## src/rtl/mbrtu_pkg.sv

```systemverilog
// Package: shared types, constants and CRC helper for the Modbus RTU slave.
package mbrtu_pkg;

  localparam int unsigned RegCount   = 16;
  localparam int unsigned FrameBytes = 256;
  localparam int unsigned RegIdxW    = $clog2(RegCount);
  localparam int unsigned FrmIdxW    = $clog2(FrameBytes);
  localparam int unsigned FrmLenW    = $clog2(FrameBytes + 1);

  localparam logic [1:0]  ReqLink     = 2'd0;
  localparam logic [1:0]  ReqLocWrite = 2'd1;
  localparam logic [1:0]  ReqLocRead  = 2'd2;

  localparam logic [7:0]  FcRead      = 8'h03;
  localparam logic [7:0]  FcWrite     = 8'h06;
  localparam logic [7:0]  FcWriteMul  = 8'h10;
  localparam logic [7:0]  ExcFunc     = 8'h01;
  localparam logic [7:0]  ExcAddr     = 8'h02;
  localparam logic [7:0]  ExcValue    = 8'h03;
  localparam logic [7:0]  ExcFlag     = 8'h80;
  localparam logic [15:0] MaxReadQty  = 16'd125;
  localparam logic [15:0] MaxWriteQty = 16'd123;
  localparam logic [15:0] CrcInit     = 16'hFFFF;
  localparam logic [15:0] CrcPoly     = 16'hA001;

  typedef enum logic [4:0] {
    ST_IDLE,     // wait for an input beat
    ST_LOCRD,    // drive local read result
    ST_HDR0,     // read frame byte 0
    ST_HDR1,     // read frame byte 1
    ST_HDR2,
    ST_HDR3,
    ST_HDR4,
    ST_HDR5,
    ST_HDR6,
    ST_JUDGE,    // decide what to do
    ST_WRFETCH,  // fetch high byte of a write word
    ST_WRLO,     // fetch low byte and write register
    ST_TXBYTE,   // present reply byte, feed CRC
    ST_TXCRCLO,
    ST_TXCRCHI,
    ST_DONE      // clear frame state
  } state_e;

  // reply byte source selection
  typedef enum logic [2:0] {
    SRC_ADDR, SRC_FC, SRC_EXC, SRC_CNT, SRC_REGHI, SRC_REGLO, SRC_ECHO, SRC_EXCFC
  } src_e;

  typedef struct packed {
    logic       link_store;  // store rx byte and update running CRC
    logic       frame_clr;   // reset length and CRC
    logic       loc_write;
    logic       loc_read;    // capture local read value
    logic       fs_rd;       // read frame store at rd_idx
    logic [FrmIdxW-1:0] rd_idx;
    logic [3:0] hdr_sel;     // capture header byte into slot (0..6), 15 none
    logic       ptr_load;    // load reg pointer from start
    logic       ptr_inc;
    logic       wr_hi;       // capture high byte of write word
    logic       wr_reg;      // write register with {hi, fs data}
    logic       txcrc_init;
    logic       tx_feed;     // fold current tx byte into reply CRC
    logic [1:0] tx_mode;     // 0 byte, 1 crc lo, 2 crc hi
  } ctrl_t;

  typedef struct packed {
    logic [FrmLenW-1:0] frame_len;
    logic               crc_ok;
    logic [7:0]         fs_data;
    logic [7:0]         hdr0;
    logic [7:0]         hdr1;
    logic [15:0]        start;
    logic [15:0]        qty;
    logic [7:0]         cnt;
  } stat_t;

  function automatic logic [15:0] crc_byte(logic [15:0] crc, logic [7:0] b);
    logic [15:0] c;
    c = crc ^ {8'h00, b};
    for (int k = 0; k < 8; k++) begin
      c = c[0] ? ((c >> 1) ^ CrcPoly) : (c >> 1);
    end
    return c;
  endfunction

endpackage

```

## src/rtl/mbrtu_datapath.sv

```systemverilog
// Datapath: frame buffer, running CRC, holding registers, reply formatting.
module mbrtu_datapath import mbrtu_pkg::*; (
  input  logic        clk_i,
  input  logic        rst_ni,
  input  ctrl_t       ctrl_i,
  input  logic [7:0]  rx_byte_i,
  input  logic [15:0] local_address_i,
  input  logic [15:0] local_value_i,
  input  logic [7:0]  slave_address_i,
  input  src_e        src_i,
  input  logic [7:0]  exc_code_i,
  output stat_t       stat_o,
  output logic [7:0]  tx_byte_o,
  output logic [15:0] reg_value_o
);

  logic [7:0]         fs_mem [FrameBytes];
  logic [FrmLenW-1:0] len_q;
  logic [15:0]        crc_q;
  logic [7:0]         fs_data_q;
  logic [15:0]        regs_q [RegCount];
  logic [7:0]         hdr_q [7];
  logic [RegIdxW-1:0] ptr_q;
  logic [7:0]         wr_hi_q;
  logic [15:0]        txcrc_q;
  logic [15:0]        locrd_q;
  logic               loc_in_range;
  logic [15:0]        cur_reg;
  logic [7:0]         cur_byte;

  assign loc_in_range = (local_address_i < 16'(RegCount));

  always_ff @(posedge clk_i or negedge rst_ni) begin
    if (!rst_ni) begin
      len_q <= '0;
      crc_q <= CrcInit;
    end else if (ctrl_i.frame_clr) begin
      len_q <= '0;
      crc_q <= CrcInit;
    end else if (ctrl_i.link_store && (len_q < FrmLenW'(FrameBytes))) begin
      len_q <= len_q + 1'b1;
      crc_q <= crc_byte(crc_q, rx_byte_i);
    end
  end

  always_ff @(posedge clk_i) begin
    if (ctrl_i.link_store && (len_q < FrmLenW'(FrameBytes))) begin
      fs_mem[len_q[FrmIdxW-1:0]] <= rx_byte_i;
    end
    if (ctrl_i.fs_rd) begin
      fs_data_q <= fs_mem[ctrl_i.rd_idx];
    end
  end

  always_ff @(posedge clk_i) begin
    if (ctrl_i.hdr_sel < 4'd7) begin
      hdr_q[ctrl_i.hdr_sel[2:0]] <= fs_data_q;
    end
    if (ctrl_i.wr_hi) begin
      wr_hi_q <= fs_data_q;
    end
    if (ctrl_i.loc_read) begin
      locrd_q <= loc_in_range ? regs_q[local_address_i[RegIdxW-1:0]] : 16'h0000;
    end
  end

  always_ff @(posedge clk_i or negedge rst_ni) begin
    if (!rst_ni) begin
      for (int i = 0; i < RegCount; i++) begin
        regs_q[i] <= 16'h0000;
      end
      regs_q[0] <= 16'h0001;
      regs_q[1] <= 16'h1234;
    end else if (ctrl_i.loc_write && loc_in_range) begin
      regs_q[local_address_i[RegIdxW-1:0]] <= local_value_i;
    end else if (ctrl_i.wr_reg) begin
      regs_q[ptr_q] <= {wr_hi_q, fs_data_q};
    end
  end

  always_ff @(posedge clk_i) begin
    if (ctrl_i.ptr_load) begin
      ptr_q <= hdr_q[3][RegIdxW-1:0];
    end else if (ctrl_i.ptr_inc) begin
      ptr_q <= ptr_q + 1'b1;
    end
    if (ctrl_i.txcrc_init) begin
      txcrc_q <= CrcInit;
    end else if (ctrl_i.tx_feed) begin
      txcrc_q <= crc_byte(txcrc_q, cur_byte);
    end
  end

  assign cur_reg = regs_q[ptr_q];

  always_comb begin
    unique case (src_i)
      SRC_ADDR:  cur_byte = slave_address_i;
      SRC_FC:    cur_byte = hdr_q[1];
      SRC_EXCFC: cur_byte = hdr_q[1] | ExcFlag;
      SRC_EXC:   cur_byte = exc_code_i;
      SRC_CNT:   cur_byte = {hdr_q[5][6:0], 1'b0};
      SRC_REGHI: cur_byte = cur_reg[15:8];
      SRC_REGLO: cur_byte = cur_reg[7:0];
      SRC_ECHO:  cur_byte = fs_data_q;
      default:   cur_byte = 8'h00;
    endcase
  end

  always_comb begin
    case (ctrl_i.tx_mode)
      2'd1:    tx_byte_o = txcrc_q[7:0];
      2'd2:    tx_byte_o = txcrc_q[15:8];
      default: tx_byte_o = cur_byte;
    endcase
  end

  assign reg_value_o      = locrd_q;
  assign stat_o.frame_len = len_q;
  assign stat_o.crc_ok    = (crc_q == 16'h0000);
  assign stat_o.fs_data   = fs_data_q;
  assign stat_o.hdr0      = hdr_q[0];
  assign stat_o.hdr1      = hdr_q[1];
  assign stat_o.start     = {hdr_q[2], hdr_q[3]};
  assign stat_o.qty       = {hdr_q[4], hdr_q[5]};
  assign stat_o.cnt       = hdr_q[6];

endmodule

```

## src/rtl/mbrtu_ctrl.sv

```systemverilog
// Controller: sequences frame judging, register writes and reply beats.
module mbrtu_ctrl import mbrtu_pkg::*; (
  input  logic        clk_i,
  input  logic        rst_ni,
  input  logic        in_valid_i,
  output logic        in_ready_o,
  input  logic [1:0]  req_type_i,
  input  logic        frame_end_i,
  output logic        out_valid_o,
  input  logic        out_ready_i,
  output logic        result_kind_o,
  output logic        last_o,
  input  logic [7:0]  slave_address_i,
  input  stat_t       stat_i,
  output ctrl_t       ctrl_o,
  output src_e        src_o,
  output logic [7:0]  exc_code_o
);

  state_e state_q, state_d;
  // reply plan
  logic       bcast_q, bcast_d;
  logic       is_exc_q, is_exc_d;
  logic [7:0] exc_q, exc_d;
  logic [7:0] fc_q, fc_d;
  logic [7:0] pos_q, pos_d;      // reply byte position
  logic [7:0] nbytes_q, nbytes_d; // body length without CRC
  logic [7:0] wcnt_q, wcnt_d;    // words left to write
  logic [FrmIdxW-1:0] ridx_q, ridx_d;
  logic [3:0] hidx_q, hidx_d;
  logic       fire_in, fire_out;
  logic [16:0] range_end;
  logic       addr_ok;

  assign fire_in  = in_valid_i && in_ready_o;
  assign fire_out = out_valid_o && out_ready_i;
  assign exc_code_o = exc_q;
  assign range_end = {1'b0, stat_i.start} + {1'b0, stat_i.qty};
  assign addr_ok = (stat_i.hdr0 == slave_address_i) || (stat_i.hdr0 == 8'h00);

  always_ff @(posedge clk_i or negedge rst_ni) begin
    if (!rst_ni) begin
      state_q  <= ST_IDLE;
      bcast_q  <= 1'b0;
      is_exc_q <= 1'b0;
      exc_q    <= '0;
      fc_q     <= '0;
      pos_q    <= '0;
      nbytes_q <= '0;
      wcnt_q   <= '0;
      ridx_q   <= '0;
      hidx_q   <= '0;
    end else begin
      state_q  <= state_d;
      bcast_q  <= bcast_d;
      is_exc_q <= is_exc_d;
      exc_q    <= exc_d;
      fc_q     <= fc_d;
      pos_q    <= pos_d;
      nbytes_q <= nbytes_d;
      wcnt_q   <= wcnt_d;
      ridx_q   <= ridx_d;
      hidx_q   <= hidx_d;
    end
  end

  always_comb begin
    state_d  = state_q;
    bcast_d  = bcast_q;
    is_exc_d = is_exc_q;
    exc_d    = exc_q;
    fc_d     = fc_q;
    pos_d    = pos_q;
    nbytes_d = nbytes_q;
    wcnt_d   = wcnt_q;
    ridx_d   = ridx_q;
    hidx_d   = hidx_q;
    ctrl_o   = '0;
    ctrl_o.hdr_sel = 4'hF;
    ctrl_o.rd_idx  = ridx_q;
    src_o    = SRC_ADDR;
    in_ready_o    = 1'b0;
    out_valid_o   = 1'b0;
    result_kind_o = 1'b0;
    last_o        = 1'b0;

    unique case (state_q)
      ST_IDLE: begin
        in_ready_o = 1'b1;
        if (in_valid_i) begin
          unique case (req_type_i)
            ReqLink: begin
              ctrl_o.link_store = 1'b1;
              if (frame_end_i) begin
                state_d = ST_HDR0;
              end
            end
            ReqLocWrite: ctrl_o.loc_write = 1'b1;
            ReqLocRead: begin
              ctrl_o.loc_read = 1'b1;
              state_d = ST_LOCRD;
            end
            default: ;
          endcase
        end
      end
      ST_LOCRD: begin
        out_valid_o   = 1'b1;
        result_kind_o = 1'b1;
        last_o        = 1'b1;
        if (out_ready_i) state_d = ST_IDLE;
      end
      ST_HDR0: begin
        // short, bad CRC: drop at once; else start header reads
        if (stat_i.frame_len < FrmLenW'(4) || !stat_i.crc_ok) begin
          state_d = ST_DONE;
        end else begin
          ctrl_o.fs_rd  = 1'b1;
          ctrl_o.rd_idx = '0;
          hidx_d = 4'd0;
          state_d = ST_HDR1;
        end
      end
      ST_HDR1, ST_HDR2, ST_HDR3, ST_HDR4, ST_HDR5, ST_HDR6: begin
        // pipeline: read byte hidx+1, capture byte hidx
        ctrl_o.hdr_sel = hidx_q;
        ctrl_o.fs_rd  = 1'b1;
        ctrl_o.rd_idx = FrmIdxW'(hidx_q + 4'd1);
        hidx_d  = hidx_q + 4'd1;
        state_d = state_e'(state_q + 1'b1);
      end
      ST_JUDGE: begin
        ctrl_o.hdr_sel = 4'd6;
        // hdr6 not yet valid in stat this cycle; use fs_data for cnt
        bcast_d  = (stat_i.hdr0 == 8'h00);
        fc_d     = stat_i.hdr1;
        is_exc_d = 1'b0;
        pos_d    = '0;
        ctrl_o.txcrc_init = 1'b1;
        ctrl_o.ptr_load   = 1'b1;
        state_d  = ST_TXBYTE;
        if (!addr_ok) begin
          state_d = ST_DONE;
        end else if (stat_i.hdr1 == FcRead) begin
          if (stat_i.frame_len != FrmLenW'(8)) begin
            is_exc_d = 1'b1; exc_d = ExcValue;
          end else if (stat_i.qty == 16'd0 || stat_i.qty > MaxReadQty ||
                       range_end > 17'(RegCount)) begin
            is_exc_d = 1'b1; exc_d = ExcAddr;
          end else begin
            nbytes_d = 8'(8'd3 + {stat_i.qty[6:0], 1'b0});
          end
        end else if (stat_i.hdr1 == FcWrite) begin
          if (stat_i.frame_len != FrmLenW'(8)) begin
            is_exc_d = 1'b1; exc_d = ExcValue;
          end else if (stat_i.start >= 16'(RegCount)) begin
            is_exc_d = 1'b1; exc_d = ExcAddr;
          end else begin
            nbytes_d = 8'd6;
            wcnt_d   = 8'd1;
            ridx_d   = FrmIdxW'(4);
            state_d  = ST_WRFETCH;
          end
        end else if (stat_i.hdr1 == FcWriteMul) begin
          if (stat_i.frame_len < FrmLenW'(9)) begin
            is_exc_d = 1'b1; exc_d = ExcValue;
          end else if (stat_i.frame_len != FrmLenW'(9) + FrmLenW'(stat_i.fs_data) ||
                       stat_i.fs_data != {stat_i.qty[6:0], 1'b0} ||
                       stat_i.qty == 16'd0 || stat_i.qty > MaxWriteQty ||
                       range_end > 17'(RegCount)) begin
            is_exc_d = 1'b1; exc_d = ExcAddr;
          end else begin
            nbytes_d = 8'd6;
            wcnt_d   = stat_i.qty[7:0];
            ridx_d   = FrmIdxW'(7);
            state_d  = ST_WRFETCH;
          end
        end else begin
          is_exc_d = 1'b1; exc_d = ExcFunc;
        end
        if (addr_ok && is_exc_d) begin
          nbytes_d = 8'd3;
          state_d  = ST_TXBYTE;
        end
        if (state_d == ST_TXBYTE && bcast_d) begin
          state_d = ST_DONE;
        end
      end
      ST_WRFETCH: begin
        ctrl_o.fs_rd  = 1'b1;
        ctrl_o.rd_idx = ridx_q;
        ridx_d  = ridx_q + 1'b1;
        state_d = ST_WRLO;
      end
      ST_WRLO: begin
        ctrl_o.wr_hi  = 1'b1;
        ctrl_o.fs_rd  = 1'b1;
        ctrl_o.rd_idx = ridx_q;
        ridx_d  = ridx_q + 1'b1;
        state_d = ST_WRFETCH;
        if (pos_q == 8'd1) begin
          // second half: data is in fs_data now; write
          ctrl_o.wr_hi  = 1'b0;
          ctrl_o.fs_rd  = 1'b0;
          ctrl_o.wr_reg = 1'b1;
          ctrl_o.ptr_inc = 1'b1;
          ridx_d = ridx_q;
          pos_d  = '0;
          wcnt_d = wcnt_q - 1'b1;
          if (wcnt_q == 8'd1) begin
            ctrl_o.ptr_load = 1'b1;
            state_d = bcast_q ? ST_DONE : ST_TXBYTE;
          end
        end else begin
          pos_d   = 8'd1;
          state_d = ST_WRLO;
        end
      end
      ST_TXBYTE: begin
        // choose source for reply byte at pos
        if (pos_q == 8'd0) begin
          src_o = SRC_ADDR;
        end else if (pos_q == 8'd1) begin
          src_o = is_exc_q ? SRC_EXCFC : SRC_FC;
        end else if (is_exc_q) begin
          src_o = SRC_EXC;
        end else if (fc_q == FcRead) begin
          if (pos_q == 8'd2) src_o = SRC_CNT;
          else src_o = pos_q[0] ? SRC_REGHI : SRC_REGLO;
        end else begin
          src_o = SRC_ECHO;
        end
        if (is_exc_q) begin
          ctrl_o.tx_mode = 2'd0;
        end
        out_valid_o = 1'b1;
        if (fc_q != FcRead && !is_exc_q && pos_q >= 8'd1 && pos_q < 8'd5) begin
          // prefetch echo byte pos+1 while showing this one
          ctrl_o.fs_rd  = fire_out;
          ctrl_o.rd_idx = FrmIdxW'(pos_q + 8'd1);
        end
        if (fire_out) begin
          ctrl_o.tx_feed = 1'b1;
          pos_d = pos_q + 1'b1;
          if (fc_q == FcRead && !is_exc_q && pos_q > 8'd2 && !pos_q[0]) begin
            ctrl_o.ptr_inc = 1'b1;
          end
          if (pos_q + 8'd1 == nbytes_q) state_d = ST_TXCRCLO;
        end
      end
      ST_TXCRCLO: begin
        ctrl_o.tx_mode = 2'd1;
        out_valid_o = 1'b1;
        if (out_ready_i) state_d = ST_TXCRCHI;
      end
      ST_TXCRCHI: begin
        ctrl_o.tx_mode = 2'd2;
        out_valid_o = 1'b1;
        last_o      = 1'b1;
        if (out_ready_i) state_d = ST_DONE;
      end
      ST_DONE: begin
        ctrl_o.frame_clr = 1'b1;
        state_d = ST_IDLE;
      end
      default: state_d = ST_IDLE;
    endcase
  end

  property p_no_accept_busy;
    @(posedge clk_i) disable iff (!rst_ni) fire_in |-> (state_q == ST_IDLE);
  endproperty
  a_no_accept_busy: assert property (p_no_accept_busy) else $error("accept while busy");

  a_last_crc: assert property (@(posedge clk_i) disable iff (!rst_ni)
    (out_valid_o && last_o && !result_kind_o) |-> (state_q == ST_TXCRCHI))
    else $error("last outside CRC high byte");

  a_clear_after: assert property (@(posedge clk_i) disable iff (!rst_ni)
    (state_q == ST_TXCRCHI && out_ready_i) |=> (state_q == ST_DONE))
    else $error("frame not cleared after reply");

endmodule

```

## src/rtl/modbus_rtu_holding_register_slave.sv

```systemverilog
// Top level: Modbus RTU holding-register slave.
//  channel | dir | handshake                 | payload
//  in      | in  | in_valid_i / in_ready_o   | req_type, rx_byte, frame_end, local_*
//  out     | out | out_valid_o / out_ready_i | result_kind, tx_byte, last, reg_value
//  cfg     | in  | cfg_valid_i / cfg_ready_o | cfg_data_i (slave address)
// A link byte is stored and a local write applied; a local read adds one result beat.
// End of frame: header reads and judging (dropped at once when short or bad CRC),
// a fetch and a write per written register, the reply beats plus 2 CRC beats, then a clear.
// Reset clears all control state, the frame length and CRC, and loads the
// holding registers with their defaults.
// Output stalls hold the controller in place; input is taken only when idle.
module modbus_rtu_holding_register_slave import mbrtu_pkg::*; (
  input  logic        clk_i,
  input  logic        rst_ni,
  input  logic        in_valid_i,
  output logic        in_ready_o,
  input  logic [1:0]  req_type_i,
  input  logic [7:0]  rx_byte_i,
  input  logic        frame_end_i,
  input  logic [15:0] local_address_i,
  input  logic [15:0] local_value_i,
  output logic        out_valid_o,
  input  logic        out_ready_i,
  output logic        result_kind_o,
  output logic [7:0]  tx_byte_o,
  output logic        last_o,
  output logic [15:0] reg_value_o,
  input  logic        cfg_valid_i,
  output logic        cfg_ready_o,
  input  logic [7:0]  cfg_data_i
);

  logic [7:0] slave_addr_q;
  ctrl_t      ctrl;
  stat_t      stat;
  src_e       src;
  logic [7:0] exc_code;
  logic [7:0] tx_raw;
  logic [15:0] reg_raw;

  assign cfg_ready_o = 1'b1;

  always_ff @(posedge clk_i or negedge rst_ni) begin
    if (!rst_ni) begin
      slave_addr_q <= 8'h01;
    end else if (cfg_valid_i) begin
      slave_addr_q <= cfg_data_i;
    end
  end

  mbrtu_ctrl u_ctrl (
    .clk_i, .rst_ni, .in_valid_i, .in_ready_o, .req_type_i, .frame_end_i,
    .out_valid_o, .out_ready_i, .result_kind_o, .last_o,
    .slave_address_i(slave_addr_q), .stat_i(stat), .ctrl_o(ctrl),
    .src_o(src), .exc_code_o(exc_code)
  );

  mbrtu_datapath u_dp (
    .clk_i, .rst_ni, .ctrl_i(ctrl), .rx_byte_i, .local_address_i, .local_value_i,
    .slave_address_i(slave_addr_q), .src_i(src), .exc_code_i(exc_code),
    .stat_o(stat), .tx_byte_o(tx_raw), .reg_value_o(reg_raw)
  );

  assign tx_byte_o   = result_kind_o ? 8'h00 : tx_raw;
  assign reg_value_o = result_kind_o ? reg_raw : 16'h0000;

endmodule
```

## config.mk

```make
export PLATFORM = sky130hd
export DESIGN_NAME = modbus_rtu_holding_register_slave
export DESIGN_NICKNAME = d
export VERILOG_FILES = /design/src/rtl/mbrtu_pkg.sv /design/src/rtl/mbrtu_datapath.sv /design/src/rtl/mbrtu_ctrl.sv /design/src/rtl/modbus_rtu_holding_register_slave.sv
export SDC_FILE = /design/constraint.sdc
export NUM_CORES = 2
export LEC_CHECK = 0
export ABC_AREA = 1
export BUFFER_PORTS_ARGS = -buffer_cell sky130_fd_sc_hd__buf_2
export CAP_MARGIN = 20
export CORE_UTILIZATION = 35
export DETAILED_ROUTE_END_ITERATION = 8
export GPL_ROUTABILITY_DRIVEN = 0
export HOLD_SLACK_MARGIN = 0.06
export PLACE_DENSITY = 0.51
export SLEW_MARGIN = 30
export SYNTH_ARGS = -nofsm -noshare
export SYNTH_HDL_FRONTEND = slang
export SYNTH_SLANG_ARGS = --single-unit
```

## constraint.sdc

```tcl
create_clock -name clk_i -period 4.5 [get_ports clk_i]
set_input_delay 0.9 -clock clk_i [delete_from_list [all_inputs] [get_ports clk_i]]
set_output_delay 0.9 -clock clk_i [all_outputs]
set_load 0.05 [all_outputs]
```

## After elaboration in Yosys (flattened, before gate mapping)

Memory sizes are Yosys's and may differ from the RTL's. A register that Yosys moved wholly into a read port is not among the register bits.
Index checks and enable logic that the tools add are counted.

| word-level totals | value |
|---|---|
| output and inout bits | 29 |
| RAM bits | 2104 |
| memories | 2 |
| input bits | 56 |
| bits in registers | 392 |

| cells by class | value |
|---|---|
| bitwise gates (word level) | 20 |
| add/sub/neg operators | 11 |
| reductions and logical operators | 50 |
| mux-type cells | 160 |
| magnitude comparators | 16 |
| eq/ne operators | 67 |

Memory list:

| memory | words | bits a word | rd ports | clocked after Yosys merged registers in | write ports | line | text |
|---|---|---|---|---|---|---|---|
| u_dp.fs_mem | 256 | 8 | 1 | 1 | 1 | mbrtu_datapath.sv:17 | `logic [7:0] fs_mem [FrameBytes];` |
| u_dp.hdr_q | 7 | 8 | 6 | 0 | 1 | mbrtu_datapath.sv:22 | `logic [7:0] hdr_q [7];` |

Operators by type and width:

| cell | count |
|---|---|
| $bwmux 256 | 2 |
| $mux 256 | 2 |
| $mux 16 | 25 |
| $mux 8 | 40 |
| $bmux 16 s4 | 2 |
| $demux 16 s4 | 2 |
| $mux 5 | 18 |
| $pmux 8 s8 | 1 |
| $pmux 5 s10 | 1 |
| $not 2->3 | 16 |
| $pmux 8 s3 | 2 |
| $eq 5x4->1 const B | 9 |
| $pmux 9 s5 | 1 |
| $mux 9 | 4 |
| $mux 1 | 34 |
| $gt 16x7->1 const B | 2 |
| $logic_not 16->1 | 2 |
| $pmux 8 s2 | 2 |
| $xor 16x8->16 | 2 |
| $mux 3 | 9 |
| $reduce_and 9->1 | 3 |
| $eq 8x2->1 const B | 3 |
| $ne 3x3->1 const B | 8 |
| $eq 5x3->1 const B | 4 |
| 66 further kinds | 130 |

## Longest topological paths before layout

| depth | value |
|---|---|
| depth after elaboration | 26 |
| gate-level depth with buffers | 29 |

## Cells and area by module

A second synthesis with hierarchy kept.

| unflattened totals | value |
|---|---|
| cell total of the unflattened synthesis | 10124 |
| area total of the unflattened synthesis | 109636.4 sq um |

Modules (own cells, without submodules):

| module | cells each | seq. area each (sq um) | area an instance (sq um) | times used |
|---|---|---|---|---|
| mbrtu_datapath | 9056 | 71641.2 | 103031.3 | 1 |
| mbrtu_ctrl | 982 | 1326.3 | 6085.8 | 1 |
| modbus_rtu_holding_register_slave | 86 | 201.4 | 519.2 | 1 |

## Least setup slack after synthesis

No wires, ideal clock.

| timing path | value |
|---|---|
| path type | register to output |
| start | register u_ctrl.state_q[0] |
| end | output tx_byte_o[7] |
| setup slack | 0.247 ns |
| required time | 3.600 ns |
| stages on the path, launching flop included | 17 |
| data arrival time | 3.353 ns |
| cells stage by stage | dfrtp_1 inv_1 ha_1 inv_2 nor2_2 nand3_2 nor2_4 nand2_4 inv_1 nand2_2 nor3_1 nand3_1 o22ai_1 nor2_1 o31ai_1 o21ai_0 a211oi_1 |

| on the way | value |
|---|---|
| longest elaborated chain between the ends | 6 |
| elaborated cells between the ends (all ways) | 20 |
| classes of those cells | 13 x eq/ne; 6 x mux; 1 x reduce/logical |

Ends and longest elaborated chain:

| item | line | text |
|---|---|---|
| start, declared | mbrtu_ctrl.sv:20 | `state_e state_q, state_d;` |
| start signal, assigned | mbrtu_ctrl.sv:54 | `state_q <= state_d;` |
| $eq 5x4->1 | mbrtu_ctrl.sv:87 | `unique case (state_q)` |
| $mux 3 | mbrtu_ctrl.sv:87 |  |
| $eq 3x3->1, or another cell as far along | mbrtu_datapath.sv:97 | `unique case (src_i)` |
| $pmux 8 s8 | mbrtu_datapath.sv:97 |  |
| $pmux 8 s2 | mbrtu_datapath.sv:111 | `case (ctrl_i.tx_mode)` |
| $mux 8 * | modbus_rtu_holding_register_slave.sv:64 | `assign tx_byte_o = result_kind_o ? 8'h00 : tx_raw;` |
| end, declared | modbus_rtu_holding_register_slave.sv:25 | `output logic [7:0] tx_byte_o,` |

Mark *: on every way between the ends. The rest lies on a longest branch, timed or not.

## Worst setup path after layout

| timing path | value |
|---|---|
| start | register u_dp.ptr_q[0] |
| end | output tx_byte_o[4] |

| on the way | value |
|---|---|
| longest elaborated chain between the ends | 7 |

Ends and longest elaborated chain:

| item | line | text |
|---|---|---|
| start, declared | mbrtu_datapath.sv:23 | `logic [RegIdxW-1:0] ptr_q;` |
| start signal, assigned | mbrtu_datapath.sv:83 | `ptr_q <= hdr_q[3][RegIdxW-1:0];` |
| start signal, assigned | mbrtu_datapath.sv:85 | `ptr_q <= ptr_q + 1'b1;` |
| $not 4->5 (implied by the code) | mbrtu_datapath.sv:94 | `assign cur_reg = regs_q[ptr_q];` |
| $bmux 16 s4 | mbrtu_datapath.sv:94 |  |
| $mux 16 (implied by the code) (2 in series) | mbrtu_datapath.sv:94 |  |
| $pmux 8 s8 | mbrtu_datapath.sv:97 |  |
| $pmux 8 s2 | mbrtu_datapath.sv:111 |  |
| $mux 8 | modbus_rtu_holding_register_slave.sv:64 |  |

Every way passes these cells. The select of a mux whose other input is x is not followed.

==> run_results.csv <==
group,metric,value,unit
status,status,"complete, but fails checks",
status,violations,"negative setup slack",
finish,final_util,0.408,
finish,fin_cells,14700,
sta,max_freq,216,MHz
setup_path,worstPathMaxFanout,5,
sta,skew,0.0896,ns
drt,wire_per_inst,25.5,um
setup_path,cp-start-kind,"register",
sta,maxSlewHeadroom,0.279,
finish,fillers,29800,
synthesis,ys_ff_latch,2490,
drt,postRouteAntennaNets,0,
synthesis,synth_ff_type,"edfxtp_1",
setup_path,path_class,"reg2out",
synthesis,synth-seq-area-share,0.661,
setup_path,arrival,3.73,ns
drt,via_count,82600,
finish,nets,10500,
finish,final_cell_mix,"2132 x edfxtp_1, 1550 x nand2_1, 1251 x nor2_1, 1009 x nand3_1, 722 x o21ai_0",
finish,areaGrowthSynthToFinish,15.6,%
synthesis,syn_inst,10200,
synthesis,synth-edff-count,2132,
synthesis,avgSynthCellArea,10.8,um2
sta,tightest_slew,1.08,ns
clock_network,numCtsBuffers,277,
grt,gr-total-overflow,0,
drt,first_iter_violations,9899,
synthesis,async_flop_share,0.137,
clock_network,insertion_delay,0.94,ns
finish,seq_area,72900,um2
sta,fin_ws,-0.126,ns
placed_design,placed_cells,14200,
setup_path,r2r-end,"u_dp.fs_data_q[4]",
synthesis,yosys_warnings,0,
drt,drc,0,
clock_network,cts_tree,"built",
clock_network,clkSlewWorstSetupHoldPaths,0.06,ns
floorplanning,initial_utilization,0.353,
drt,wirelength,376,mm
floorplanning,num_io_pins,85,
synthesis,synth.distinct_cells,78,
synthesis,synth_top_cell_by_area,"edfxtp_1",
placed_design,dp_hpwl,232,mm
setup_path,r2r_setup_slack,0.19,ns
grt,antenna_found_initial,13,
setup_path,rr_worst_depth,23,
sta,grt_setup_unrepaired,"yes",
clock_network,cts.sinks,2490,
grt,grt_pass1_wl,547,mm
power,powerDensity,729,nW/um2
sta,hold_viol,0,
run,maxCapViolCount,0,
drt,first_pass_iters,6,
grt,grt_max_degree,153,
floorplanning,die_h,563,um
sta,setup_violations,5,
setup_path,required,3.60,ns
sta,period_share,1.03,
finish,final_common_cell,"edfxtp_1",
power,irDropWorstVdd,0.716,mV
sta,period_needed,4.63,ns
finish,multi_input_area,33100,um2
synthesis,synth_fp_nets,10300,
setup_path,worst_setup_path_end_kind,"output port",
placed_design,port_buffers,83,
min_path,worstHoldPathType,"in2async",
clock_network,htreeDepth,5,
synthesis,synthTopCellsByArea,"edfxtp_1 58%, dfrtp_1 7.2%, nand2_1 5.4%",
power,finalPower,0.0931,W
finish,drive_gt1_frac,0.114,
synthesis,syn_area,110000,um2
clock_network,ctsHoldBuffers,0,
synthesis,yosys.area.top_type_share,0.580,
grt,grtUsageTotal,0.230,
drt,drt-vias-per-instance,5.61,
clock_network,cts_root_buffer,"clkbuf_16",
clock_network,cts_max_path_buffers,4,
floorplanning,core_area,313000,um2
grt,grt_pass1_vias,79800,
floorplanning,rows,205,
setup_path,timing.rr.start,"u_ctrl.pos_q[1]",
power,power_leakage,45.4,nW
floorplanning,dieArea,317000,um2
floorplanning,die_w,563,um
sta,slew_violations,0,
logic make-up after synthesis:
logic type / share of synthesized area
compound gates: 0.125
xor+xnor: 0.00595
fa+ha+maj: 0.00528
buf+inv: 0.0466
flops: 0.661
mux: 0.000612
other cells: 0.0000340
simple gates: 0.156
flip-flops by register name, summed over array words and instances, names as in the netlist, 5 cells and up:
signal            count
slave_addr_q          8
u_ctrl.fc_q           8
u_ctrl.nbytes_q       8
u_ctrl.pos_q          8
u_ctrl.ridx_q         8
u_ctrl.state_q        5
u_ctrl.wcnt_q         8
u_dp.crc_q           16
u_dp.fs_data_q        8
u_dp.fs_mem        2048
u_dp.hdr_q           48
u_dp.len_q            9
u_dp.reg_value_o     16
u_dp.regs_q         256
u_dp.txcrc_q         16
u_dp.wr_hi_q          8
synth_stat cells (7+ instances only):
cell and count:
buf_6 18, o21ai_1 395, xnor2_1 26, inv_2 18
nor3_1 39, nand2_2 21, buf_4 55, ha_1 45
nor4_1 22, xor2_1 49, edfxtp_1 2132, clkbuf_1 328
nand3_1 1032, a22oi_1 124, a41oi_1 10, o211ai_1 152
clkinv_1 10, nand4_1 51, dfrtp_1 319, buf_1 49
buf_2 214, dfstp_2 23, nand2_1 1585, o21bai_1 139
nor2_2 7, inv_1 492, a221oi_1 8, dfxtp_1 16
o221ai_1 171, o22ai_1 234, a31oi_1 13, nor2_1 1278
or2_2 13, o21ai_0 746, a21oi_1 273, a211oi_1 12
worst max path at each step:
stage,from,endpoint,slack (ns),cells after the start
3_5_place_dp,u_ctrl.pos_q[0],u_dp.fs_data_q[0],0.07,20
2_1_floorplan,u_ctrl.state_q[0],tx_byte_o[7],0.25,16
3_3_place_gp,u_ctrl.pos_q[0],u_dp.fs_data_q[0],-0.02,20
5_1_grt,u_dp.ptr_q[0],tx_byte_o[4],-0.19,15
6_report,u_dp.ptr_q[0],tx_byte_o[4],-0.13,15
4_1_cts,u_dp.ptr_q[0],tx_byte_o[6],-0.09,17
routing by layer:
metal  share of wire  track usage
met1            0.42        0.312
met4           0.041       0.0889
met5        0.000035            0
met2            0.46        0.369
met3           0.081       0.0381
where the power goes:
| group | leakage (nW) | internal [W] | switching [W] |
|---|---|---|---|
| registers | 23.6 | 0.0257 | 0.000492 |
| logic | 17.5 | 0.0135 | 0.0309 |
| clock network | 4.28 | 0.0127 | 0.00976 |
critical path, stage by stage, from the launching register on:
cell and delay [ns]:
edfxtp_1 0.45, buf_12 0.19, inv_12 0.09, buf_12 0.13, buf_8 0.12, nand2_2 0.05
nand3_2 0.06, nand2_2 0.06, nand2_2 0.07, nand4_1 0.49, o21ai_1 0.30, nor2_1 0.07
nand3b_1 0.16, nand2_2 0.10, a211oi_4 0.26, buf_6 0.20
final cells by class:
class | count | share of cell area
sequential | 2490 | 0.572
multi-input combinational | 6522 | 0.259
clock buffer | 349 | 0.0573
timing repair buffer | 561 | 0.0432
tap | 4140 | 0.0406
inverter | 523 | 0.0158
clock inverter | 153 | 0.0120
antenna | 3 | 0.0000588
stage by stage:
step | setup TNS [ns] | setup WS, ns | area (um2) | hold WS (ns)
floorplan | 0 | 0.247 | 110000 | 0.442
global placement | -0.0208 | -0.0208 | 117000 | 0.458
detailed placement | 0 | 0.0706 | 117000 | 0.470
CTS | -0.171 | -0.0860 | 127000 | 0.0749
global route | -0.616 | -0.190 | 128000 | 0.142
finish | -0.181 | -0.126 | 128000 | 0.0651
repair_timing:
action	4_1_cts	5_1_grt
buffers inserted	25	31
pin swaps	29	54
gates resized for setup	140	103
cloned	7	4
setup endpoints to repair	8	16
Power figures use the tool's default switching activity.
